[src/rtl/core/wom_pkg.sv]
// ----------------------------------------------------------------------------
// wom_pkg: shared types and constants of the wavetable oscillator mixer
// Holds the configuration record, register indexes and fixed levels.
// ----------------------------------------------------------------------------
`default_nettype none

package wom_pkg;

  // Fixed field widths.
  localparam int SAMPLE_W     = 16;
  localparam int PHASE_STEP_W = 26;
  localparam int PULSE_W      = 11;
  localparam int GAIN_W       = 16;

  // Peak waveform level and the Q1.15 fraction width of the gain.
  localparam int PEAK_LEVEL  = 32767;
  localparam int GAIN_FRAC_W = 15;

  // Depth of the queue between the front and the back end.
  localparam int QUEUE_DEPTH = 2;

  // Register reset values.
  localparam logic [PULSE_W-1:0] DUTY_LIMIT_RST = 11'd512;
  localparam logic [GAIN_W-1:0]  GAIN_RST       = 16'd6554;

  // Register indexes on the configuration port.
  typedef enum logic [2:0] {
    REG_ENABLE     = 3'd0,
    REG_WAVEFORM   = 3'd1,
    REG_PHASE_STEP = 3'd2,
    REG_PULSE_W    = 3'd3,
    REG_GAIN       = 3'd4
  } wom_reg_t;

  // Waveform select codes.
  localparam logic WAVE_TRIANGLE = 1'b0;
  localparam logic WAVE_PULSE    = 1'b1;

  // Configuration record handed to the front and the back end.
  typedef struct packed {
    logic                    enable;
    logic                    waveform;
    logic [PHASE_STEP_W-1:0] phase_step;
    logic [PULSE_W-1:0]      duty_limit;
    logic [GAIN_W-1:0]       gain;
  } wom_cfg_t;

endpackage

`default_nettype wire

[src/rtl/core/wom_in_if.sv]
// ----------------------------------------------------------------------------
// wom_in_if: input sample channel
// Carries valid, ready and one signed mix sample per request.
// ----------------------------------------------------------------------------
`default_nettype none

interface wom_in_if;
  logic               valid;
  logic               ready;
  logic signed [15:0] mix_in;

  modport source (output valid, output mix_in, input ready);
  modport sink   (input valid, input mix_in, output ready);
endinterface

`default_nettype wire

[src/rtl/core/wom_out_if.sv]
// ----------------------------------------------------------------------------
// wom_out_if: result sample channel
// Carries valid, ready and one signed mixed sample per request.
// ----------------------------------------------------------------------------
`default_nettype none

interface wom_out_if;
  logic               valid;
  logic               ready;
  logic signed [15:0] mix_out;

  modport source (output valid, output mix_out, input ready);
  modport sink   (input valid, input mix_out, output ready);
endinterface

`default_nettype wire

[src/rtl/core/wom_front.sv]
// ----------------------------------------------------------------------------
// wom_front: request intake and phase accumulator
// Accepts samples, advances the phase when enabled and queues the sample
// together with its table index and an active flag.
// ----------------------------------------------------------------------------
`default_nettype none

module wom_front #(
  parameter int TABLE_LENGTH        = 1024,
  parameter int PHASE_FRACTION_BITS = 16,
  localparam int IDX_W  = $clog2(TABLE_LENGTH),
  localparam int ITEM_W = 1 + IDX_W + wom_pkg::SAMPLE_W
) (
  input  wire                   clk,
  input  wire                   rst_n,
  wom_in_if.sink                in_stream,
  input  wom_pkg::wom_cfg_t     cfg,
  input  wire                   q_full,
  output logic                  q_push,
  output logic [ITEM_W-1:0]     q_data
);

  localparam int ACC_W = IDX_W + PHASE_FRACTION_BITS;
  localparam int SUM_W = (ACC_W > wom_pkg::PHASE_STEP_W) ? ACC_W : wom_pkg::PHASE_STEP_W;

  logic [ACC_W-1:0] acc_r;
  logic [ACC_W-1:0] acc_nxt;
  logic [SUM_W-1:0] acc_sum;

  // The table length is a power of two, so the modulo is a plain truncation.
  assign acc_sum = SUM_W'(acc_r) + SUM_W'(cfg.phase_step);
  assign acc_nxt = acc_sum[ACC_W-1:0];

  assign in_stream.ready = !q_full;
  assign q_push          = in_stream.valid && !q_full;
  assign q_data          = {cfg.enable, acc_nxt[ACC_W-1:PHASE_FRACTION_BITS], in_stream.mix_in};

  // The phase moves only for requests taken while enabled.
  always_ff @(posedge clk) begin
    if (!rst_n) begin
      acc_r <= '0;
    end else if (q_push && cfg.enable) begin
      acc_r <= acc_nxt;
    end
  end

endmodule

`default_nettype wire

[src/rtl/core/wom_queue.sv]
// ----------------------------------------------------------------------------
// wom_queue: small FIFO between the front and the back end
// Lets the intake keep taking requests while the back end is stalled.
// ----------------------------------------------------------------------------
`default_nettype none

module wom_queue #(
  parameter int WIDTH = 27
) (
  input  wire              clk,
  input  wire              rst_n,
  input  wire              push,
  input  wire [WIDTH-1:0]  push_data,
  output logic             full,
  input  wire              pop,
  output logic             pop_valid,
  output logic [WIDTH-1:0] pop_data
);

  localparam int DEPTH = wom_pkg::QUEUE_DEPTH;
  localparam int PTR_W = (DEPTH > 1) ? $clog2(DEPTH) : 1;
  localparam int CNT_W = $clog2(DEPTH + 1);

  logic [WIDTH-1:0] mem_r [DEPTH];
  logic [PTR_W-1:0] wr_ptr_r;
  logic [PTR_W-1:0] rd_ptr_r;
  logic [CNT_W-1:0] cnt_r;
  logic [CNT_W-1:0] cnt_nxt;

  assign full      = (cnt_r == CNT_W'(DEPTH));
  assign pop_valid = (cnt_r != '0);
  assign pop_data  = mem_r[rd_ptr_r];

  // Occupancy follows pushes and pops.
  always_comb begin
    cnt_nxt = cnt_r;
    if (push && !pop) begin
      cnt_nxt = cnt_r + CNT_W'(1);
    end else if (pop && !push) begin
      cnt_nxt = cnt_r - CNT_W'(1);
    end
  end

  // Pointers wrap at the depth.
  always_ff @(posedge clk) begin
    if (!rst_n) begin
      wr_ptr_r <= '0;
      rd_ptr_r <= '0;
      cnt_r    <= '0;
    end else begin
      cnt_r <= cnt_nxt;
      if (push) begin
        wr_ptr_r <= (wr_ptr_r == PTR_W'(DEPTH - 1)) ? '0 : wr_ptr_r + PTR_W'(1);
      end
      if (pop) begin
        rd_ptr_r <= (rd_ptr_r == PTR_W'(DEPTH - 1)) ? '0 : rd_ptr_r + PTR_W'(1);
      end
    end
  end

  // Entry storage.
  always_ff @(posedge clk) begin
    if (push) begin
      mem_r[wr_ptr_r] <= push_data;
    end
  end

  // Occupancy never passes the depth.
  a_cnt_bound: assert property (@(posedge clk) disable iff (!rst_n)
    cnt_r <= CNT_W'(DEPTH))
    else $error("queue occupancy above depth");

  // Nothing is popped from an empty queue.
  a_no_underflow: assert property (@(posedge clk) disable iff (!rst_n)
    pop |-> pop_valid)
    else $error("pop from empty queue");

  // A lone push raises the occupancy by one.
  a_push_count: assert property (@(posedge clk) disable iff (!rst_n)
    (push && !pop) |=> cnt_r == $past(cnt_r) + CNT_W'(1))
    else $error("push did not raise occupancy");

endmodule

`default_nettype wire

[src/rtl/core/wom_back.sv]
// ----------------------------------------------------------------------------
// wom_back: waveform, gain and mix pipeline
// Three stages: waveform value, gain product, then truncation toward zero,
// saturation and the 16-bit add into the output register.
// ----------------------------------------------------------------------------
`default_nettype none

module wom_back #(
  parameter int TABLE_LENGTH = 1024,
  localparam int IDX_W  = $clog2(TABLE_LENGTH),
  localparam int ITEM_W = 1 + IDX_W + wom_pkg::SAMPLE_W
) (
  input  wire                clk,
  input  wire                rst_n,
  input  wom_pkg::wom_cfg_t  cfg,
  input  wire                q_valid,
  input  wire [ITEM_W-1:0]   q_data,
  output logic               q_pop,
  wom_out_if.source          out_stream
);

  localparam int SW     = wom_pkg::SAMPLE_W;
  localparam int SLOPE  = (4 * wom_pkg::PEAK_LEVEL) / TABLE_LENGTH;
  localparam int PROD_W = SW + wom_pkg::GAIN_W + 1;
  localparam int Q_W    = PROD_W - wom_pkg::GAIN_FRAC_W;

  // Queue entry fields.
  logic                 it_active;
  logic [IDX_W-1:0]     it_idx;
  logic signed [SW-1:0] it_mix;

  // Stage registers.
  logic                   s1_v_r;
  logic signed [SW-1:0]   s1_val_r;
  logic signed [SW-1:0]   s1_mix_r;
  logic                   s2_v_r;
  logic signed [PROD_W-1:0] s2_prod_r;
  logic signed [SW-1:0]   s2_mix_r;
  logic                   out_v_r;
  logic signed [SW-1:0]   out_mix_r;

  // Stage readiness.
  logic rdy1, rdy2, rdy3;

  // Stage 1 datapath.
  logic [IDX_W-1:0]     tri_t;
  logic [IDX_W-1:0]     tri_d;
  logic [17:0]          tri_mag;
  logic signed [17:0]   tri_val;
  logic                 pulse_hi;
  logic signed [SW-1:0] wave_val;

  // Stage 2 datapath.
  logic signed [PROD_W-1:0] prod;

  // Stage 3 datapath.
  logic signed [PROD_W-1:0] prod_adj;
  logic signed [Q_W-1:0]    scaled;
  logic signed [SW-1:0]     scaled_sat;

  assign {it_active, it_idx, it_mix} = q_data;

  assign rdy3  = !out_v_r || out_stream.ready;
  assign rdy2  = !s2_v_r || rdy3;
  assign rdy1  = !s1_v_r || rdy2;
  assign q_pop = q_valid && rdy1;

  // Triangle: slope times distance of the index, less a quarter table, from the half-table point, less the peak.
  always_comb begin
    tri_t = it_idx - IDX_W'(TABLE_LENGTH / 4);
    if (tri_t[IDX_W-1]) begin
      tri_d = tri_t - IDX_W'(TABLE_LENGTH / 2);
    end else begin
      tri_d = IDX_W'(TABLE_LENGTH / 2) - tri_t;
    end
    tri_mag  = 18'(SLOPE) * 18'(tri_d);
    tri_val  = $signed(tri_mag) - 18'sd32767;
    pulse_hi = (17'(it_idx) <= 17'(cfg.duty_limit));
    // An inactive sample gets a zero value so it passes through unchanged.
    if (!it_active) begin
      wave_val = '0;
    end else if (cfg.waveform == wom_pkg::WAVE_PULSE) begin
      wave_val = pulse_hi ? SW'(wom_pkg::PEAK_LEVEL) : '0;
    end else begin
      wave_val = tri_val[SW-1:0];
    end
  end

  // Gain product, Q1.15 unsigned gain.
  assign prod = s1_val_r * $signed({1'b0, cfg.gain});

  // Truncate toward zero, then clamp to the sample range.
  always_comb begin
    prod_adj = s2_prod_r[PROD_W-1]
             ? s2_prod_r + PROD_W'((1 << wom_pkg::GAIN_FRAC_W) - 1)
             : s2_prod_r;
    scaled   = prod_adj[PROD_W-1:wom_pkg::GAIN_FRAC_W];
    if (scaled > Q_W'(32767)) begin
      scaled_sat = 16'sh7FFF;
    end else if (scaled < -Q_W'(32768)) begin
      scaled_sat = 16'sh8000;
    end else begin
      scaled_sat = scaled[SW-1:0];
    end
  end

  // Valid bits of the three stages.
  always_ff @(posedge clk) begin
    if (!rst_n) begin
      s1_v_r  <= 1'b0;
      s2_v_r  <= 1'b0;
      out_v_r <= 1'b0;
    end else begin
      if (rdy1) s1_v_r  <= q_valid;
      if (rdy2) s2_v_r  <= s1_v_r;
      if (rdy3) out_v_r <= s2_v_r;
    end
  end

  // Stage payloads.
  always_ff @(posedge clk) begin
    if (rdy1 && q_valid) begin
      s1_val_r <= wave_val;
      s1_mix_r <= it_mix;
    end
    if (rdy2 && s1_v_r) begin
      s2_prod_r <= prod;
      s2_mix_r  <= s1_mix_r;
    end
    if (rdy3 && s2_v_r) begin
      out_mix_r <= s2_mix_r + scaled_sat;
    end
  end

  assign out_stream.valid   = out_v_r;
  assign out_stream.mix_out = out_mix_r;

endmodule

`default_nettype wire

[src/rtl/core/wavetable_oscillator_mixer.sv]
// ----------------------------------------------------------------------------
// wavetable_oscillator_mixer: DDS oscillator added into a sample stream
// Top level with the register file, intake, queue and mix pipeline.
// ----------------------------------------------------------------------------
// The block takes one signed 16-bit sample per cycle while the queue has
// room and returns one mixed sample per request, in order. A sample is
// accepted whenever the two-entry queue behind the intake has room; the queue
// entry is written at the accepting edge, then the result passes the waveform,
// gain-multiply and mix stage registers before it is presented on the output,
// and a full pipeline sustains one sample per clock while the output is ready.
// The phase accumulator add is the recurrence that sets this rate.
// TABLE_LENGTH must be a power of two. Registers are written over the APB
// port at byte address 4*i and should be changed only while no sample is in
// flight.
`default_nettype none

module wavetable_oscillator_mixer #(
  parameter int TABLE_LENGTH        = 1024,
  parameter int PHASE_FRACTION_BITS = 16
) (
  input  wire          clk,
  input  wire          rst_n,
  wom_in_if.sink       in_stream,
  wom_out_if.source    out_stream,
  input  wire          psel,
  input  wire          penable,
  input  wire          pwrite,
  input  wire  [4:0]   paddr,
  input  wire  [31:0]  pwdata,
  output logic [31:0]  prdata,
  output logic         pready
);

  localparam int IDX_W  = $clog2(TABLE_LENGTH);
  localparam int ITEM_W = 1 + IDX_W + wom_pkg::SAMPLE_W;

  wom_pkg::wom_cfg_t cfg_r;
  wom_pkg::wom_reg_t reg_sel;
  logic              wr_en;

  logic              q_push;
  logic [ITEM_W-1:0] q_push_data;
  logic              q_full;
  logic              q_pop;
  logic              q_valid;
  logic [ITEM_W-1:0] q_data;

  assign pready  = 1'b1;
  assign reg_sel = wom_pkg::wom_reg_t'(paddr[4:2]);
  assign wr_en   = psel && penable && pwrite && pready;

  // Register writes.
  always_ff @(posedge clk) begin
    if (!rst_n) begin
      cfg_r.enable     <= 1'b0;
      cfg_r.waveform   <= wom_pkg::WAVE_TRIANGLE;
      cfg_r.phase_step <= '0;
      cfg_r.duty_limit <= wom_pkg::DUTY_LIMIT_RST;
      cfg_r.gain       <= wom_pkg::GAIN_RST;
    end else if (wr_en) begin
      unique case (reg_sel)
        wom_pkg::REG_ENABLE:     cfg_r.enable     <= pwdata[0];
        wom_pkg::REG_WAVEFORM:   cfg_r.waveform   <= pwdata[0];
        wom_pkg::REG_PHASE_STEP: cfg_r.phase_step <= pwdata[wom_pkg::PHASE_STEP_W-1:0];
        wom_pkg::REG_PULSE_W:    cfg_r.duty_limit <= pwdata[wom_pkg::PULSE_W-1:0];
        wom_pkg::REG_GAIN:       cfg_r.gain       <= pwdata[wom_pkg::GAIN_W-1:0];
        default: ;
      endcase
    end
  end

  // Register reads.
  always_comb begin
    unique case (reg_sel)
      wom_pkg::REG_ENABLE:     prdata = 32'(cfg_r.enable);
      wom_pkg::REG_WAVEFORM:   prdata = 32'(cfg_r.waveform);
      wom_pkg::REG_PHASE_STEP: prdata = 32'(cfg_r.phase_step);
      wom_pkg::REG_PULSE_W:    prdata = 32'(cfg_r.duty_limit);
      wom_pkg::REG_GAIN:       prdata = 32'(cfg_r.gain);
      default:                 prdata = '0;
    endcase
  end

  // Intake and phase accumulator.
  wom_front #(
    .TABLE_LENGTH        (TABLE_LENGTH),
    .PHASE_FRACTION_BITS (PHASE_FRACTION_BITS)
  ) u_front (
    .clk       (clk),
    .rst_n     (rst_n),
    .in_stream (in_stream),
    .cfg       (cfg_r),
    .q_full    (q_full),
    .q_push    (q_push),
    .q_data    (q_push_data)
  );

  // Decoupling queue.
  wom_queue #(
    .WIDTH (ITEM_W)
  ) u_queue (
    .clk       (clk),
    .rst_n     (rst_n),
    .push      (q_push),
    .push_data (q_push_data),
    .full      (q_full),
    .pop       (q_pop),
    .pop_valid (q_valid),
    .pop_data  (q_data)
  );

  // Waveform, gain and mix pipeline.
  wom_back #(
    .TABLE_LENGTH (TABLE_LENGTH)
  ) u_back (
    .clk        (clk),
    .rst_n      (rst_n),
    .cfg        (cfg_r),
    .q_valid    (q_valid),
    .q_data     (q_data),
    .q_pop      (q_pop),
    .out_stream (out_stream)
  );

endmodule

`default_nettype wire
[src/flat_wrapper.sv]
// flat-port wrapper written by rule: the top's interface ports become plain ports
module wavetable_oscillator_mixer_flat 
#(
  parameter int TABLE_LENGTH        = 1024,
  parameter int PHASE_FRACTION_BITS = 16
)
  (clk, rst_n, psel, penable, pwrite, paddr, pwdata, prdata, pready, in_stream_valid, in_stream_mix_in, in_stream_ready, out_stream_valid, out_stream_mix_out, out_stream_ready);
  wom_in_if in_stream_i ();
  wom_out_if out_stream_i ();
  input  wire clk;
  input  wire rst_n;
  input  wire psel;
  input  wire penable;
  input  wire pwrite;
  input  wire  [4:0] paddr;
  input  wire  [31:0] pwdata;
  output logic [31:0] prdata;
  output logic pready;
  input wire logic [$bits(in_stream_i.valid)-1:0] in_stream_valid;
  input wire logic [$bits(in_stream_i.mix_in)-1:0] in_stream_mix_in;
  output wire logic [$bits(in_stream_i.ready)-1:0] in_stream_ready;
  output wire logic [$bits(out_stream_i.valid)-1:0] out_stream_valid;
  output wire logic [$bits(out_stream_i.mix_out)-1:0] out_stream_mix_out;
  input wire logic [$bits(out_stream_i.ready)-1:0] out_stream_ready;
  assign in_stream_i.valid = in_stream_valid;
  assign in_stream_i.mix_in = in_stream_mix_in;
  assign in_stream_ready = in_stream_i.ready;
  assign out_stream_valid = out_stream_i.valid;
  assign out_stream_mix_out = out_stream_i.mix_out;
  assign out_stream_i.ready = out_stream_ready;
  wavetable_oscillator_mixer #(.TABLE_LENGTH(TABLE_LENGTH), .PHASE_FRACTION_BITS(PHASE_FRACTION_BITS)) u_core (.clk(clk), .rst_n(rst_n), .in_stream(in_stream_i), .out_stream(out_stream_i), .psel(psel), .penable(penable), .pwrite(pwrite), .paddr(paddr), .pwdata(pwdata), .prdata(prdata), .pready(pready));
endmodule
[config.mk]
export PLATFORM = sky130hd
export DESIGN_NAME = wavetable_oscillator_mixer_flat
export DESIGN_NICKNAME = d
export VERILOG_FILES = /design/src/rtl/core/wom_pkg.sv /design/src/rtl/core/wom_in_if.sv /design/src/rtl/core/wom_out_if.sv /design/src/rtl/core/wom_front.sv /design/src/rtl/core/wom_queue.sv /design/src/rtl/core/wom_back.sv /design/src/rtl/core/wavetable_oscillator_mixer.sv /design/src/flat_wrapper.sv
export SDC_FILE = /design/constraint.sdc
export NUM_CORES = 1
export LEC_CHECK = 0
export ABC_CLOCK_PERIOD_IN_PS = 7760
export BUFFER_PORTS_ARGS = -buffer_cell sky130_fd_sc_hd__buf_2
export CAP_MARGIN = 25
export CORE_MARGIN = 5
export CORE_UTILIZATION = 40
export CTS_CLUSTER_DIAMETER = 80
export DETAILED_ROUTE_END_ITERATION = 8
export PLACE_DENSITY = 0.63
export SKIP_CTS_REPAIR_TIMING = 1
export SLEW_MARGIN = 40
export SYNTH_ARGS = -nofsm -noshare
export SYNTH_HDL_FRONTEND = slang
export SYNTH_HIERARCHICAL = 1
export SYNTH_SLANG_ARGS = --single-unit
[constraint.sdc]
create_clock -name clk -period 7.76 [get_ports clk]
set_input_delay 0.776 -clock clk [delete_from_list [all_inputs] [get_ports clk]]
set_output_delay 0.776 -clock clk [all_outputs]
set_load 0.01 [all_outputs]
* Yosys cells after proc, flatten, opt, wreduce, memory -nomap -nowiden
Memory sizes are Yosys's and may differ from the RTL's. A register that Yosys moved wholly into a read port is not among the register bits.
Index checks and enable logic that the tools add are counted.
W data, S select, Z words.
** Word-level totals
- RAM bits :: 54
- Output and inout bits :: 51
- Bits in registers :: 185
- Input bits :: 60
- Memories :: 1
- Logic and storage cells :: 80
** Cells by class
- $lt $le $gt $ge :: 3
- Multiplexer cells :: 15
- Reductions and logical operators :: 26
- Eq/ne operators :: 5
- Add/sub/neg operators :: 11
- Multiply operators :: 2
** Memories
- u_core.u_queue.mem_r :: words 2, width 27, rd ports 1, clocked after memory_dff 1, wr ports 1, line wom_queue.sv:24 : logic [WIDTH-1:0] mem_r [DEPTH];
** Operators by type and width (count)
- $pmux W26 S5 :: 1
- $mux W16 :: 3
- $add A33 B16 Y33 const B :: 1
- $mul A16 B17 Y33 :: 1
- $mux W33 :: 1
- $add A26 B26 Y26 :: 1
- $gt A18 B16 Y1 const B :: 1
- $lt A18 B16 Y1 const B :: 1
- $add A16 B16 Y16 :: 1
- $mul A7 B10 Y16 const A :: 1
- $sub A16 B15 Y16 const B :: 1
- $mux W15 :: 1
- $le A10 B11 Y1 :: 1
- $mux W10 :: 1
- $reduce_and A2 Y1 :: 5
- $sub A10 B10 Y10 const A :: 1
- $sub A10 B10 Y10 const B :: 1
- $sub A10 B9 Y10 const B :: 1
- $logic_and A1 B1 Y1 :: 9
- $eq A3 B2 Y1 const B :: 2
- $logic_not A1 Y1 :: 6
- $mux W1 :: 6
- $mux W2 :: 2
- $reduce_bool A2 Y1 :: 2
- other kinds (8) :: 11

* Longest topological paths before layout
- Word-level depth :: 8
- Depth in mapped cells :: 25
- Mapped depth without buffers :: 23

* By module
The synthesis kept the hierarchy.
** Modules (own cells, without submodules)
- wom_back :: cells each 1540, area each 15117.0 µm², instances 1
- wavetable_oscillator_mixer :: cells each 285, area each 2702.6 µm², instances 1
- wom_front :: cells each 344, area each 2602.5 µm², instances 1
- wom_queue :: cells each 106, area each 2174.6 µm², instances 1

* Worst setup path after synthesis
No wires, ideal clock.
- Kind :: reg2reg
- Start :: reg u_core/cfg_r[5] (netlist bit)
- End :: reg u_core.u_back.s2_prod_r[32] (data pin)
- Arrival time :: 5.842 ns
- Required time :: 7.580 ns
- Buffers on the path :: 1
- Setup time :: 0.180 ns
- Slack :: 1.738 ns
- Stages on the path, launching flop included :: 23
- Path through :: dfxtp_1 clkbuf_1 nand2_1 fa_1 inv_1 fa_1 inv_1 fa_1 inv_1 fa_1 fa_1 inv_1 fa_1 inv_1 ha_1 nand4_1 o21ai_0 nor3_1 o211ai_2 a2111oi_4 o21ai_0 mux2i_1 a221oi_1
** Between the ends
- Cells in the longest elaborated chain, start to end :: 1
** Ends and longest elaborated chain
- from (decl) :: line wavetable_oscillator_mixer.sv:37 : wom_pkg::wom_cfg_t cfg_r;
- $mul A16 B17 Y33 :: line wom_back.sv:90 : assign prod = s1_val_r * $signed({1'b0, cfg.gain});
- named net u_core.u_back.prod[32] :: line wom_back.sv:54 : logic signed [PROD_W-1:0] prod;
- to (signal assigned) :: line wom_back.sv:127 : s2_prod_r <= prod;
- to (decl) :: line wom_back.sv:37 : logic signed [PROD_W-1:0] s2_prod_r;
The timed path passes the listed nets, and every way through them passes these cells.
A chain may end at the register's enable or synchronous reset.

* Worst setup path in the final report
- Start :: reg u_core/cfg_r[8] (netlist bit)
- End :: reg u_core.u_back.s2_prod_r[32] (data pin)
Same word-level chain as after synthesis.

==> Flow_metrics.wiki <==
{| class="wikitable"
! Metric !! Value
|-
| Slack of the worst reg-to-reg path || 1.03 ns
|-
| Via count of the first global-routing pass || 16600
|-
| TritonRoute pass-1 iters || 7
|-
| Total of buffers placed on input and output ports || 95
|-
| Buffer type at the clock tree root || clkbuf_16
|-
| DRC errors left || 0
|-
| Largest driver fanout on the critical path || 18
|-
| Post-synth EDFFs || 151
|-
| Post-route minimum period || 6.73 ns
|-
| Number of top-level design ports || 111
|-
| DR vias || 15600
|-
| Master of the slowest instance on the critical path || dfxtp_1
|-
| Vertical die dimension || 248 microns
|-
| Source-to-sink clock delay at the later pin of the worst-skew pair || 0.58 ns
|-
| Core Footprint || 56200 sq um
|-
| Most common cell after layout, fill and taps aside || inv_1
|-
| Depth of the worst register-to-register path || 20
|-
| Detailed placement HPWL || 39600 microns
|-
| Starting density of the core || 40.2%
|-
| Fraction of layout cells with a size suffix above 1 || 9.92%
|-
| Max Slew Vio Count || 0
|-
| Maximum cell stage delay along the critical path || 0.81 ns
|-
| WL per Instance || 16.0 microns
|-
| Die ar. || 61300 sq um
|-
| Growth of design area from synthesis to finish || 8.79%
|-
| CP startpoint || u_core/cfg_r[8]
|-
| Yosys synthesis warning count || 6
|-
| Number of sinks driven by the clock tree || 240
|-
| Result of the run || completed
|-
| TritonCTS clock tree || done
|-
| Number of placement rows || 87
|-
| Final nets || 2818
|-
| Antenna-violating nets left || 0
|-
| Maximum number of pins on one net before global-route repair || 94
|-
| Worst setup EP type || flip-flop
|-
| DRT Wirelength || 49500 microns
|-
| Transition time at the pin with the least slew margin || 0.815 ns
|-
| Most prevalent standard cell on the critical path || fa_1
|-
| Critical register-to-register path startpoint || u_core/cfg_r[8]
|-
| Number of DRC violations after detailed-routing iteration 0 || 768
|-
| Global placer's final weighted congestion || 0.877
|-
| Worst-case clock buffer depth || 3
|-
| ANT cells || 0
|-
| Ys async rst share || 0%
|-
| Synthesized instance count || 2275
|-
| Vias per std cell || 5.04
|-
| Fmax || 149 MHz
|-
| Worst endpoint data arrival time || 7.12 ns
|-
| Cell types occupying the most area after synthesis || fa_1, edfxtp_1, ha_1
|-
| Critical path data required time || 8.15 ns
|-
| Max-cap violations || 0
|-
| Most used flip-flop cell after synthesis || edfxtp_1
|-
| Total routing resource utilization after global routing || 16.4%
|-
| RR Endpoint || u_core/u_back/s2_prod_r[32]
|-
| Total negative slack for setup checks || 0 ns
|-
| Critical path class || reg -> reg
|-
| Chain of cells forming the critical path || and2_1 > fa_1 > inv_1 > fa_1 > fa_1 > inv_1 > fa_1 > fa_1 > inv_1 > fa_1 > inv_1 > ha_1 > a21oi_1 > a21oi_1 > nor3_1 > o211ai_2 > a2111oi_4 > o21ai_0 > mux2i_1 > a221oi_1
|-
| Tightest Hold Check Type || in -> reg
|-
| Yosys cell types || 98
|-
| Antenna violations before repair || 0
|-
| Capture point of the worst path || u_core/u_back/s2_prod_r[32]
|-
| Startpoint kind of the worst setup timing path || flip-flop
|-
| Relative slew slack || 45.6%
|-
| Die outline width || 248 microns
|-
| Post-CTS clock slew at the launch and capture registers of the worst setup and hold paths || 0.06 ns
|-
| Worst clock skew on the final layout || 0.0185 ns
|-
| Sequential fraction of the synthesis area || 28.0%
|-
| Final setup violation count || 0
|-
| Remaining global-route overflow || 0
|-
| Fill cell count || 5421
|-
| Area share of the largest cell type after synthesis || 20.2%
|-
| Post-synthesis instance area || 22600 sq um
|-
| Number of buffers added by the clock tree synthesis step || 29
|-
| Htree depth || 1
|-
| RSZ-0062 raised after global routing || no
|-
| Number of storage elements in the synthesis netlist || 240
|-
| Cell taking the most area after synthesis || fa_1
|-
| Global-route wire length before repair || 83200 microns
|-
| Average cell area after synthesis || 9.93 sq um
|-
| Final period utilization || 86.7%
|-
| Finished Core Util || 43.8%
|-
| Final hold vios || 0
|-
| Commonest cells after routing, fill and taps aside || inv_1, nand2_1, fa_1
|}
==> registers in the layout (all words and copies together) (netlist names), named ones only <==
signal	flops
u_core/u_back/out_stream.valid	1
u_core/u_back/s2_v_r	1
u_core/cfg_r	55
u_core/u_front/acc_r	26
u_core/u_back/s2_prod_r	33
u_core/u_queue/rd_ptr_r	1
u_core/u_back/s1_mix_r	16
u_core/u_back/s1_val_r	16
u_core/u_back/out_stream.mix_out	16
u_core/u_queue/cnt_r	2
u_core/u_back/s2_mix_r	16
u_core/u_queue/mem_r	54
u_core/u_back/s1_v_r	1
u_core/u_queue/wr_ptr_r	1
==> kinds of logic after synthesis <==
group | after synthesis | share of synthesized area (%)
AND/OR/NAND/NOR | 635 | 14.0
adder cells (fa/ha/maj) | 442 | 32.0
multiplexers | 88 | 4.05
AO/OA/AOI/OAI | 318 | 9.59
other | 2 | 0.0332
buffers and inverters | 452 | 8.51
XOR/XNOR | 98 | 3.80
flip-flops | 240 | 28.0
==> stage by stage <==
stage / setup slack [ns] / instances / cell area, sq um / hold slack (ns)
global route: 0.696 / 3095 / 24600 / 0.368
global placement: 1.11 / 3039 / 23600 / 0.407
floorplan: 1.74 / 2280 / 22600 / 0.400
detailed placement: 1.03 / 3041 / 23600 / 0.408
finish: 1.03 / 3095 / 24600 / 0.390
CTS: 1.03 / 3095 / 24600 / 0.360
==> worst max-delay path: cells and delay by family, from the launching register on <==
kind                       cells  cell delay, ns
adders and majority gates      7            3.28
AOI/OAI and AO/OA              6            1.48
DFF                            1            0.81
and+or+nand+nor                2            0.54
buffers and inverters          4            0.26
muxes                          1            0.16
==> synthesized netlist by cell type (all sizes together), types with 13 or more instances <==
library cell and count:
a21o 34, a21oi 75, and2 140, buf 53, clkbuf 57, dfxtp 89
edfxtp 151, fa 228, ha 214, inv 340, mux2 27, mux2i 61
nand2 271, nand2b 28, nand3 35, nand4 15, nor2 69, nor2b 13
nor3 17, o21a 15, o21ai 84, o21bai 13, xnor2 62, xor2 36
==> final cells by class <==
class                      count  area [sq um]  area share [%]
clock buffer                  33           762            3.10
clock inverter                21           211           0.860
multi-input combinational   1588         14400            58.6
inverter                     342          1280            5.22
timing repair buffer         115           659            2.68
tap                          756           946            3.85
sequential                   240          6320            25.7
==> per-layer routing <==
layer | share of wire, % | global-route usage [%] | vias to the layer above
li1 | - | - | 7551
met1 | 45 | 21.8 | 7679
met3 | 4.3 | 2.18 | 77
met5 | 0 | 0 | -
met2 | 48 | 28.3 | 307
met4 | 2.3 | 4.29 | 0
==> worst min-delay path by stage <==
| stage | from | endpoint | cells past startpoint |
|---|---|---|---|
| after CTS | in_stream_mix_in[6] | u_core/u_queue/mem_r[0][6] | 1 |
| after global placement | u_core/u_back/s1_mix_r[7] | u_core/u_back/s2_mix_r[7] | 0 |
| after floorplan | u_core/u_back/s1_mix_r[0] | u_core/u_back/s2_mix_r[0] | 0 |
| after global routing | in_stream_mix_in[0] | u_core/u_queue/mem_r[0][0] | 1 |
| final | in_stream_mix_in[6] | u_core/u_queue/mem_r[0][6] | 1 |
| after detailed placement | u_core/u_back/s1_mix_r[2] | u_core/u_back/s2_mix_r[2] | 0 |
Power is left out: the tool's default activity adds up to more than one toggle a clock period on the data nets, which glitch-free logic cannot reach.
